`src/hdl/mvt_pkg.sv`:
```
// Shared types, constants and the solve program for the triangulation block.
`default_nettype none
package mvt_pkg;

    localparam int CAMERAS_DEF = 8;
    localparam int COEFS = 12;
    localparam int QDEPTH = 2;
    localparam int STEPS = 24;
    localparam logic [11:0] FOCAL_RESET = 12'd1;
    localparam logic [3:0] VIEW_MAX = 4'd15;
    localparam logic [3:0] VIEW_MIN = 4'd2;
    localparam logic [3:0] PAIR_LAST = 4'd8;
    localparam logic [3:0] PAIR_RHS = 4'd6;
    localparam logic [4:0] STEP_LAST = 5'(STEPS - 1);

    typedef enum logic [1:0] {
        K_WRITE,
        K_OBS,
        K_SOLVE
    } kind_t;

    typedef struct packed {
        kind_t              kind;
        logic [2:0]         camera;
        logic [3:0]         coef_index;
        logic signed [47:0] coef_value;
        logic [19:0]        obs_x;
        logic [19:0]        obs_y;
        logic               last_obs;
    } qword_t;

    typedef enum logic [4:0] {
        ST_IDLE,
        ST_RD2,
        ST_RD1,
        ST_C1,
        ST_C2,
        ST_T,
        ST_PMUL,
        ST_PWAIT,
        ST_PSAT,
        ST_PACC,
        ST_CHK,
        ST_FIT,
        ST_SMUL,
        ST_SWAIT,
        ST_DCHK,
        ST_DWAIT,
        ST_EMIT
    } back_state_t;

    typedef enum logic [1:0] {
        MUL_IDLE,
        MUL_RUN,
        MUL_FIX
    } mul_state_t;

    typedef enum logic [1:0] {
        DIV_IDLE,
        DIV_PREP,
        DIV_RUN,
        DIV_FIX
    } div_state_t;

    typedef enum logic [3:0] {
        OP_A, OP_B, OP_C, OP_D, OP_E, OP_F, OP_G, OP_H, OP_I,
        OP_C00, OP_C01, OP_C02, OP_C11, OP_C12, OP_C22
    } op_t;

    typedef enum logic [3:0] {
        DST_NONE,
        DST_C00, DST_C01, DST_C02, DST_C11, DST_C12, DST_C22,
        DST_DET,
        DST_NUM
    } dst_t;

    typedef struct packed {
        op_t  a;
        op_t  b;
        logic neg;
        logic first;
        dst_t dst;
    } step_t;

    typedef struct packed {
        logic [1:0] ia;
        logic [1:0] ib;
    } pair_t;

    function automatic pair_t mvt_pair(input logic [3:0] pk);
        pair_t p;
        unique case (pk)
            4'd0:    p = '{ia: 2'd0, ib: 2'd0};
            4'd1:    p = '{ia: 2'd0, ib: 2'd1};
            4'd2:    p = '{ia: 2'd0, ib: 2'd2};
            4'd3:    p = '{ia: 2'd1, ib: 2'd1};
            4'd4:    p = '{ia: 2'd1, ib: 2'd2};
            4'd5:    p = '{ia: 2'd2, ib: 2'd2};
            4'd6:    p = '{ia: 2'd0, ib: 2'd3};
            4'd7:    p = '{ia: 2'd1, ib: 2'd3};
            4'd8:    p = '{ia: 2'd2, ib: 2'd3};
            default: p = '{ia: 2'd0, ib: 2'd0};
        endcase
        return p;
    endfunction

    function automatic step_t mvt_step(input logic [4:0] k);
        step_t s;
        unique case (k)
            5'd0:    s = '{a: OP_D,   b: OP_F,   neg: 1'b0, first: 1'b1, dst: DST_NONE};
            5'd1:    s = '{a: OP_E,   b: OP_E,   neg: 1'b1, first: 1'b0, dst: DST_C00};
            5'd2:    s = '{a: OP_C,   b: OP_E,   neg: 1'b0, first: 1'b1, dst: DST_NONE};
            5'd3:    s = '{a: OP_B,   b: OP_F,   neg: 1'b1, first: 1'b0, dst: DST_C01};
            5'd4:    s = '{a: OP_B,   b: OP_E,   neg: 1'b0, first: 1'b1, dst: DST_NONE};
            5'd5:    s = '{a: OP_D,   b: OP_C,   neg: 1'b1, first: 1'b0, dst: DST_C02};
            5'd6:    s = '{a: OP_A,   b: OP_F,   neg: 1'b0, first: 1'b1, dst: DST_NONE};
            5'd7:    s = '{a: OP_C,   b: OP_C,   neg: 1'b1, first: 1'b0, dst: DST_C11};
            5'd8:    s = '{a: OP_B,   b: OP_C,   neg: 1'b0, first: 1'b1, dst: DST_NONE};
            5'd9:    s = '{a: OP_A,   b: OP_E,   neg: 1'b1, first: 1'b0, dst: DST_C12};
            5'd10:   s = '{a: OP_A,   b: OP_D,   neg: 1'b0, first: 1'b1, dst: DST_NONE};
            5'd11:   s = '{a: OP_B,   b: OP_B,   neg: 1'b1, first: 1'b0, dst: DST_C22};
            5'd12:   s = '{a: OP_A,   b: OP_C00, neg: 1'b0, first: 1'b1, dst: DST_NONE};
            5'd13:   s = '{a: OP_B,   b: OP_C01, neg: 1'b0, first: 1'b0, dst: DST_NONE};
            5'd14:   s = '{a: OP_C,   b: OP_C02, neg: 1'b0, first: 1'b0, dst: DST_DET};
            5'd15:   s = '{a: OP_C00, b: OP_G,   neg: 1'b0, first: 1'b1, dst: DST_NONE};
            5'd16:   s = '{a: OP_C01, b: OP_H,   neg: 1'b0, first: 1'b0, dst: DST_NONE};
            5'd17:   s = '{a: OP_C02, b: OP_I,   neg: 1'b0, first: 1'b0, dst: DST_NUM};
            5'd18:   s = '{a: OP_C01, b: OP_G,   neg: 1'b0, first: 1'b1, dst: DST_NONE};
            5'd19:   s = '{a: OP_C11, b: OP_H,   neg: 1'b0, first: 1'b0, dst: DST_NONE};
            5'd20:   s = '{a: OP_C12, b: OP_I,   neg: 1'b0, first: 1'b0, dst: DST_NUM};
            5'd21:   s = '{a: OP_C02, b: OP_G,   neg: 1'b0, first: 1'b1, dst: DST_NONE};
            5'd22:   s = '{a: OP_C12, b: OP_H,   neg: 1'b0, first: 1'b0, dst: DST_NONE};
            5'd23:   s = '{a: OP_C22, b: OP_I,   neg: 1'b0, first: 1'b0, dst: DST_NUM};
            default: s = '{a: OP_A,   b: OP_A,   neg: 1'b0, first: 1'b1, dst: DST_NONE};
        endcase
        return s;
    endfunction

endpackage
`default_nettype wire

```
`src/hdl/mvt_front.sv`:
```
// Front end: accept and classify commands, hold them in a short queue.
`default_nettype none
module mvt_front #(
    parameter int CAMERAS = mvt_pkg::CAMERAS_DEF
) (
    input  wire logic               clk,
    input  wire logic               rst_n,
    input  wire logic               start,
    input  wire logic               cmd,
    input  wire logic [2:0]         camera,
    input  wire logic [3:0]         coef_index,
    input  wire logic signed [47:0] coef_value,
    input  wire logic [19:0]        obs_x,
    input  wire logic [19:0]        obs_y,
    input  wire logic               last_obs,
    output logic                    busy,
    output mvt_pkg::qword_t         q_word,
    output logic                    q_valid,
    input  wire logic               q_pop
);

    localparam int PW = (mvt_pkg::QDEPTH > 1) ? $clog2(mvt_pkg::QDEPTH) : 1;
    localparam int CW = $clog2(mvt_pkg::QDEPTH + 1);

    mvt_pkg::qword_t entry_reg [mvt_pkg::QDEPTH];
    logic [PW-1:0] wr_ptr_reg, wr_ptr_next, rd_ptr_reg, rd_ptr_next;
    logic [CW-1:0] count_reg, count_next;
    logic          cam_ok, idx_ok, keep, push, pop;
    mvt_pkg::qword_t word;

    assign cam_ok = 32'(camera) < CAMERAS;
    assign idx_ok = 32'(coef_index) < mvt_pkg::COEFS;

    always_comb
    begin
        word.camera = camera;
        word.coef_index = coef_index;
        word.coef_value = coef_value;
        word.obs_x = obs_x;
        word.obs_y = obs_y;
        word.last_obs = last_obs;
        priority if (!cmd)
        begin
            word.kind = mvt_pkg::K_WRITE;
            keep = cam_ok && idx_ok;
        end
        else if (cam_ok)
        begin
            word.kind = mvt_pkg::K_OBS;
            keep = 1'b1;
        end
        else
        begin
            word.kind = mvt_pkg::K_SOLVE;
            keep = last_obs;
        end
    end

    assign busy = count_reg == CW'(mvt_pkg::QDEPTH);
    assign push = start && !busy && keep;
    assign pop = q_pop && q_valid;
    assign q_valid = count_reg != '0;
    assign q_word = entry_reg[rd_ptr_reg];

    always_comb
    begin
        wr_ptr_next = wr_ptr_reg;
        rd_ptr_next = rd_ptr_reg;
        count_next = count_reg;
        if (push)
        begin
            wr_ptr_next = (32'(wr_ptr_reg) == mvt_pkg::QDEPTH - 1) ? '0 : wr_ptr_reg + 1'b1;
        end
        if (pop)
        begin
            rd_ptr_next = (32'(rd_ptr_reg) == mvt_pkg::QDEPTH - 1) ? '0 : rd_ptr_reg + 1'b1;
        end
        unique case ({push, pop})
            2'b10:   count_next = count_reg + 1'b1;
            2'b01:   count_next = count_reg - 1'b1;
            default: count_next = count_reg;
        endcase
    end

    always_ff @(posedge clk or negedge rst_n)
    begin
        if (!rst_n)
        begin
            wr_ptr_reg <= '0;
            rd_ptr_reg <= '0;
            count_reg <= '0;
        end
        else
        begin
            wr_ptr_reg <= wr_ptr_next;
            rd_ptr_reg <= rd_ptr_next;
            count_reg <= count_next;
        end
    end

    always_ff @(posedge clk)
    begin
        if (push)
        begin
            entry_reg[wr_ptr_reg] <= word;
        end
    end

endmodule
`default_nettype wire

```
`config.mk`:
```
export PLATFORM = sky130hd
export DESIGN_NAME = mvt_front
export DESIGN_NICKNAME = d
export VERILOG_FILES = /design/src/hdl/mvt_pkg.sv /design/src/hdl/mvt_front.sv
export SDC_FILE = /design/constraint.sdc
export NUM_CORES = 1
export LEC_CHECK = 0
export BUFFER_PORTS_ARGS = -buffer_cell sky130_fd_sc_hd__buf_2
export CORE_ASPECT_RATIO = 0.9
export CORE_MARGIN = 5
export CORE_UTILIZATION = 50
export DETAILED_ROUTE_END_ITERATION = 7
export PLACE_DENSITY = 0.77
export SYNTH_ARGS = -nofsm -noshare
export SYNTH_HDL_FRONTEND = slang
export SYNTH_SLANG_ARGS = --single-unit
```
`constraint.sdc`:
```
create_clock -name clk -period 7 [get_ports clk]
set_input_delay 1.05 -clock clk [delete_from_list [all_inputs] [get_ports clk]]
set_output_delay 1.05 -clock clk [all_outputs]
set_load 0.05 [all_outputs]
```
* Yosys cells after proc, flatten, opt, wreduce, memory -nomap -nowiden
Memories as Yosys holds them, arrays and structs flattened.
Cells that the tools add are included.
** Word-level totals
- Register bits :: 4
- Bits in latches :: 0
- Bits in writable memories :: 194
- ROM bits :: 0
- Input port bits :: 101
- Output and inout port bits :: 100
- Logic and storage cells :: 25
- Memories :: 1
** Operators by class
- Add/sub/neg operators :: 4
- Multiply operators :: 0
- Div/mod/pow operators :: 0
- Magnitude comparators :: 1
- Eq/ne operators :: 3
- Shift operators :: 0
- Mux-type cells :: 7
- Bitwise logic cells :: 0
- Reduce and logical (&&, ||, !) cells :: 6
** Memories
- entry_reg :: depth 2, width 97, rd ports 1, clocked after memory_dff 0, write ports 1, line mvt_front.sv:25 : mvt_pkg::qword_t entry_reg [mvt_pkg::QDEPTH];
** Operators by type and width (number)
- two-way mux 1 bit :: 6
- == test 2 bit (second input constant) :: 2
- < comparator 4 bit (second input constant) :: 1
- one-hot mux 2 bit (2 select lines) :: 1
- nonzero test 2 bit :: 2
- logical AND 1 bit :: 3
- adder 1 bit (second input constant) :: 2
- adder 2 x 1 -> 2 bit (second input constant) :: 1
- == test 2 x 1 -> 1 bit (second input constant) :: 1
- subtractor 2 x 1 -> 2 bit (second input constant) :: 1
- zero test 1 bit :: 1

* Logic depth before layout (Yosys ltp)
Gate-level depths: netlist of the first run.
- Depth after elaboration :: 6
- Depth in mapped cells :: 6
- Mapped depth without buffers :: 6

* Least setup slack after synthesis of the first run
Ideal clock, no wire load.
- Path type :: input to register
- Start :: input port coef_index[3]
- End :: memory entry_reg[0][0] (netlist bit) (enable)
- Library setup time :: 0.554 ns
- Arrival time :: 5.369 ns
- Required time :: 6.446 ns
- Path slack :: 1.077 ns
- Stages on the path :: 3
- Path buffers :: 0
- Path through :: nand2_1 -> o221ai_1 -> nor2_1
** Between the ends
- Word-level cells in the longest chain between the ends :: 5
** RTL lines
- start: declaration :: line mvt_front.sv:11 : input wire logic [3:0] coef_index,
- < comparator 4 bit :: line mvt_front.sv:32 : assign idx_ok = 32'(coef_index) < mvt_pkg::COEFS;
- two-way mux 1 bit :: line mvt_front.sv:42 : priority if (!cmd)
- logical AND 1 bit :: line mvt_front.sv:60 : assign push = start && !busy && keep;
- two-way mux 1 bit :: line mvt_front.sv:103 : if (push)
- two-way mux 1 bit (implied by the code) :: line mvt_front.sv:105 : entry_reg[wr_ptr_reg] <= word;
- end: declaration :: line mvt_front.sv:25
Every way passes these cells.

==> results of run 1 <==
==> cells by family (layout without fill, tap and decap cells) <==
| group | after synthesis | after routing |
|---|---|---|
| flip-flops | 198 | 198 |
| multiplexers | 97 | 97 |
| buffers and inverters | 14 | 234 |
| AND/OR/NAND/NOR | 7 | 7 |
| XOR/XNOR | 5 | 5 |
| adder cells (fa/ha/maj) | 1 | 1 |
| other | 1 | 3 |
| AO/OA/AOI/OAI | 1 | 1 |
==> Yosys cell counts <==
| master | instances |
|---|---|
| edfxtp_1 | 194 |
| mux2_2 | 77 |
| mux2_4 | 20 |
| buf_2 | 7 |
| buf_6 | 4 |
| dfrtp_1 | 4 |
| nor2_1 | 4 |
| xnor2_1 | 4 |
| inv_1 | 2 |
| and2_4 | 1 |
| buf_4 | 1 |
| conb_1 | 1 |
| ha_1 | 1 |
| nand2_1 | 1 |
| o221ai_1 | 1 |
| or2_2 | 1 |
| xor2_1 | 1 |
==> metal layers <==
metal	GRT usage (%)	vias up
met1	19.2	1824
li1	-	1696
met2	25.2	148
met4	4.64	4
met3	8.56	18
met5	0	-
==> power groups by stage <==
stage | clock network, W | registers [W] | logic, W
2_1_floorplan | 0 | 0.00169 | 0.00150
3_5_place_dp | 0 | 0.00173 | 0.00182
3_3_place_gp | 0 | 0.00171 | 0.00180
6_report | 0.000868 | 0.00170 | 0.00180
5_1_grt | 0.000937 | 0.00172 | 0.00188
4_1_cts | 0.000888 | 0.00171 | 0.00182
==> layout make-up <==
type                    instances  area share (%)
diodes                          2          0.0556
well taps                     193            2.68
repair buffers                202            11.3
clock buffers                  18            4.77
multi-input cells             112            14.3
inverters                       2          0.0834
flip-flops and latches        198            65.8
clock inverters                12            1.00
==> path summary, 6_finish.rpt <==
path	start	end	slack, ns	cells past startpoint
worst max-delay path	rd_ptr_reg	q_word[76]	3.27	3
worst min register to register	wr_ptr_reg	wr_ptr_reg	0.57	1
min in group clk	wr_ptr_reg	wr_ptr_reg	0.57	1
worst min-delay path	rst_n	rd_ptr_reg	0.43	1
max in group asynchronous	rst_n	rd_ptr_reg	6.44	1
worst max register to register	count_reg[1]	entry_reg[1][52]	4.18	4
==> stage by stage <==
step                setup WS, ns  instance area [um^2]  std cells
global route                3.12                  9000        738
CTS                         3.19                  9000        737
detailed placement          3.43                  8480        707
floorplan                   1.08                  7290        324
finish                      3.27                  9010        739
global placement            3.52                  8480        707
==> results.toml, run 1 <==
[floorplan]
die_area_um2 = 17100
core_area_um2 = 14200
die_w_um = 137
start_util_pct = 51.5
rows = 41
io_pins = 201
die_height_um = 125

[hold_path]
min_path_type = "in -> async"

[global_route]
track_usage_pct = 16.0
grt.overflow.total = 0
grt_max_degree = 74
grt_pass1_wl_um = 20700
antenna_found_initial = 3
grt_pass1_vias = 3920

[sta]
min_period_over_period_pct = 53.3
hold_viol = 0
tightestPinTransition_ns = 0.986
finalCriticalPeriod_ns = 3.73
skew_ns = 0.00742
timing.fmax_mhz = 268
max_slew_margin_pct = 34.3
finalSetupTns_ns = 0
finalSetupViolations = 0
whs_ns = 0.426
rsz0062_at_grt = "false"
final_max_slew_viol_count = 0

[critical_path]
worstPathRequired_ns = 5.95
cp.arrival_ns = 2.68
critPathLaunchType = "register"
path_cells = "buf_4 > mux2_2 > buf_2"
worstPathMaxFanout = 59
critPathKind = "reg -> out"
cp_top_family = "buffers and inverters"
cpMaxStageDelayCell = "dfrtp_4"
cp_slowest_stage_delay_ns = 0.81
end_kind = "primary output"
worst-path-buf-inv = 2

[synth]
synth_mux_area_share_pct = 16.0
yosys.area_share.adder_pct = 0.172
synth_seq_area_share_pct = 81.3
yosysWarnings = 0
synth-xor-area-share_pct = 0.601
syn_area_per_cell_um2 = 22.5
synth_nets = 426
synth_top_family_by_area = "multiplexers"
synth_top_cell_area_share_pct = 79.9
ys_types = 17
synth-compound-area-share_pct = 0.120
synth.area.top_cells = "edfxtp_1, mux2_2, mux2_4, dfrtp_1, buf_6"
yosys.area.top_type = "edfxtp_1"
synth.ff_latch_count = 198
synth_cells = 324
synth-simple-area-share_pct = 0.463
netlist_area_um2 = 7290

[place]
gp_congestion = 0.747
io_buffers = 199
hpwl_um = 9210

[drt]
ant_nets = 0
vias = 3690
avgViaCountPerCell = 4.99
wl_per_cell_um = 18.4
drt_iter0_drc = 211
wl_met2_um = 6640
drc = 0
finalWirelength_um = 13600
wl_met3_um = 1490
wl_met1_um = 5270
drtPass1Iterations = 4
highest_layer = "met5"

[clocking]
clk_pin_slew_worst_paths_ns = 0.06
cts.repair.resized = 0
cts_setup_buffers = 0
cts-root-buf = "clkbuf_16"
cts_buffer_depth = 2
cts_max_level = 4
cts_buffers = 17
cts.sinks = 198
cts_tree = "done"
clk_latency_ns = 0.42
hold_buffers = 0

[outcome]
outcome = "finished, final reports clean"

[cells_and_area]
drive_gt1_share_pct = 60.7
final-seq-area_um2 = 5930
utilization_pct = 63.6
final_cell_mix = "buf_2, edfxtp_1, mux2_2, mux2_4, clkbuf_16"
final_nets = 635
largest_reg_flops = 194
final_common_cell = "buf_2"
fill_cells = 1034
syn_to_final_growth_pct = 23.5
multi_input_area_um2 = 1280

[flow_run]
cap_violations = 0

[pwr]
p_seq_share_pct = 38.9
leakagePower_nw = 3.41
switching_power_w = 0.00179
peakVddDrop_v = 0.000328
switching_share_pct = 41.0
power.share.combinational_pct = 41.2
powerDensity_nw_per_um2 = 484
pwr-share-clk_pct = 19.9
p_int_w = 0.00257
total_power_w = 0.00436
(Power assumes the default switching activity.)
==> run 2, diff against run 1 <==
CORE_UTILIZATION = 47   (was 50)
PLACE_DENSITY = 0.76   (was 0.77)
clock period = 3.2 ns   (was 7 ns; I/O delays follow)
==> run 2 against run 1 <==
Clock skew rose by 0.0023 ns. Die area rose by 5.9%. Non-clock buffer count rose by 4. Flip-flop and latch count unchanged. Cell area increased by 0.92%. Utilization shrank 4.3 points. Largest power group unchanged. Critical endpoint is now q_word[19].
==> results.toml, run 2 (synthesized netlist as in run 1, its figures left out) <==
[floorplan]
io_pins = 201
core_area_um2 = 15300
die_area_um2 = 18100
rows = 43
start_util_pct = 47.5
die_height_um = 128
die_w_um = 141

[clocking]
cts_buffer_depth = 2
cts-root-buf = "clkbuf_16"
cts_setup_buffers = 0
cts_buffers = 17
clk_pin_slew_worst_paths_ns = 0.07
cts_tree = "done"
clk_latency_ns = 0.42
cts.sinks = 198
cts_max_level = 4

[global_route]
antenna_found_initial = 0
grt_pass1_wl_um = 20100
grt_max_degree = 51
track_usage_pct = 14.6
grt_pass1_vias = 3997
grt.overflow.total = 0

[sta]
hold_viol = 0
finalCriticalPeriod_ns = 2.51
finalSetupViolations = 0
tightestPinTransition_ns = 0.683
max_slew_margin_pct = 54.5
fin_ws_ns = 0.688
whs_ns = 0.241
skew_ns = 0.00968
rsz0062_at_grt = "false"
min_period_over_period_pct = 78.5
timing.fmax_mhz = 398
final_max_slew_viol_count = 0

[pwr]
powerDensity_nw_per_um2 = 1060
switching_share_pct = 40.8
total_power_w = 0.00962
power.share.combinational_pct = 41.5
peakVddDrop_v = 0.000633
p_seq_share_pct = 38.2
switching_power_w = 0.00393
leakagePower_nw = 3.45
p_int_w = 0.00569
pwr-share-clk_pct = 20.3

[cells_and_area]
final_common_cell = "buf_2"
utilization_pct = 59.3
final_cell_mix = "buf_2, edfxtp_1, mux2_2, mux2_4, clkbuf_16"
final_nets = 639
syn_to_final_growth_pct = 24.7
drive_gt1_share_pct = 60.9
antenna_cells = 0
largest_reg_flops = 194

[drt]
drt_iter0_drc = 164
vias = 3617
ant_nets = 0
finalWirelength_um = 13100
avgViaCountPerCell = 4.81
drtPass1Iterations = 4
drc = 0
wl_per_cell_um = 17.4

[hold_path]
min_to = "entry_reg[0][34]"
min_from = "obs_x[13]"
min_path_cells = 1
min_path_type = "in -> reg"

[place]
dp_slack_ns = 1.07
gp_congestion = 0.739
hpwl_um = 8950
io_buffers = 199

[critical_path]
end_kind = "primary output"
cp.arrival_ns = 2.03
reg2reg_from = "count_reg[1]"
critPathLaunchType = "register"
critPathKind = "reg -> out"
worstPathMaxFanout = 40
r2r_slack_ns = 1.24
reg2reg_depth = 4
worstPathRequired_ns = 2.72
rr_endpoint = "entry_reg[0][57]"

[flow_run]
cap_violations = 0

[outcome]
outcome = "finished, final reports clean"
run 2: cell types whose count changed in the layout (fill, tap and decap cells not counted):
cell	previous run	this run
clkinvlp_4	2	1
dlygate4sd3_1	0	1
buf_4	3	4
buf_12	0	2
diode_2	2	0
clkbuf_1	1	2
clkinv_1	3	2
inv_6	0	4
clkinv_4	1	0
run 2: power by group through the flow:
stage	Combinational [W]	Sequential, W	Clock (W)
after detailed placement	0.00403	0.00374	0
after floorplan	0.00329	0.00365	0
after global routing	0.00417	0.00372	0.00213
after CTS	0.00404	0.00369	0.00200
after global placement	0.00400	0.00370	0
final	0.00399	0.00368	0.00195
run 2: how the worst max path moves through the flow:
stage                 endpoint     startpoint
4_1_cts             q_word[19]     rd_ptr_reg
2_1_floorplan  entry_reg[0][0]  coef_index[3]
3_5_place_dp   entry_reg[1][7]  coef_index[3]
6_report            q_word[19]     rd_ptr_reg
5_1_grt             q_word[19]     rd_ptr_reg
3_3_place_gp        q_word[19]     rd_ptr_reg
run 2: cell type report:
cell class / count / area [um^2]
clock inverter: 13 / 105
clock buffer: 19 / 433
fill: 1155 / 6240
sequential: 198 / 5930
tap: 202 / 253
inverter: 2 / 7.51
multi-input combinational: 112 / 1280
timing repair buffer: 206 / 1080
run 2: what timing repair did:
action	CTS	global route
gates resized for setup	0	0
hold endpoints to repair	4	0
hold buffers	1	0
run 2: through the flow:
step / setup TNS [ns] / cells / area, um^2
5_1_grt: 0 / 752 / 9090
3_3_place_gp: 0 / 719 / 8540
4_1_cts: 0 / 752 / 9090
3_5_place_dp: 0 / 719 / 8540
2_1_floorplan: -105.89 / 324 / 7300
6_report: 0 / 752 / 9090
run 2: critical path, stage by stage, from the launching register on:
cell and delay, ns:
dfrtp_4 0.69, buf_12 0.28, mux2_2 0.38, buf_2 0.21
run 2: layer usage:
metal / vias up / GRT usage (%) / part of all wire [%]
met3: 14 / 5.48 / 8.0
met2: 120 / 25.0 / 51
li1: 1701 / - / -
met5: - / 0 / 0
met4: 0 / 4.62 / 1.3
met1: 1782 / 17.1 / 40
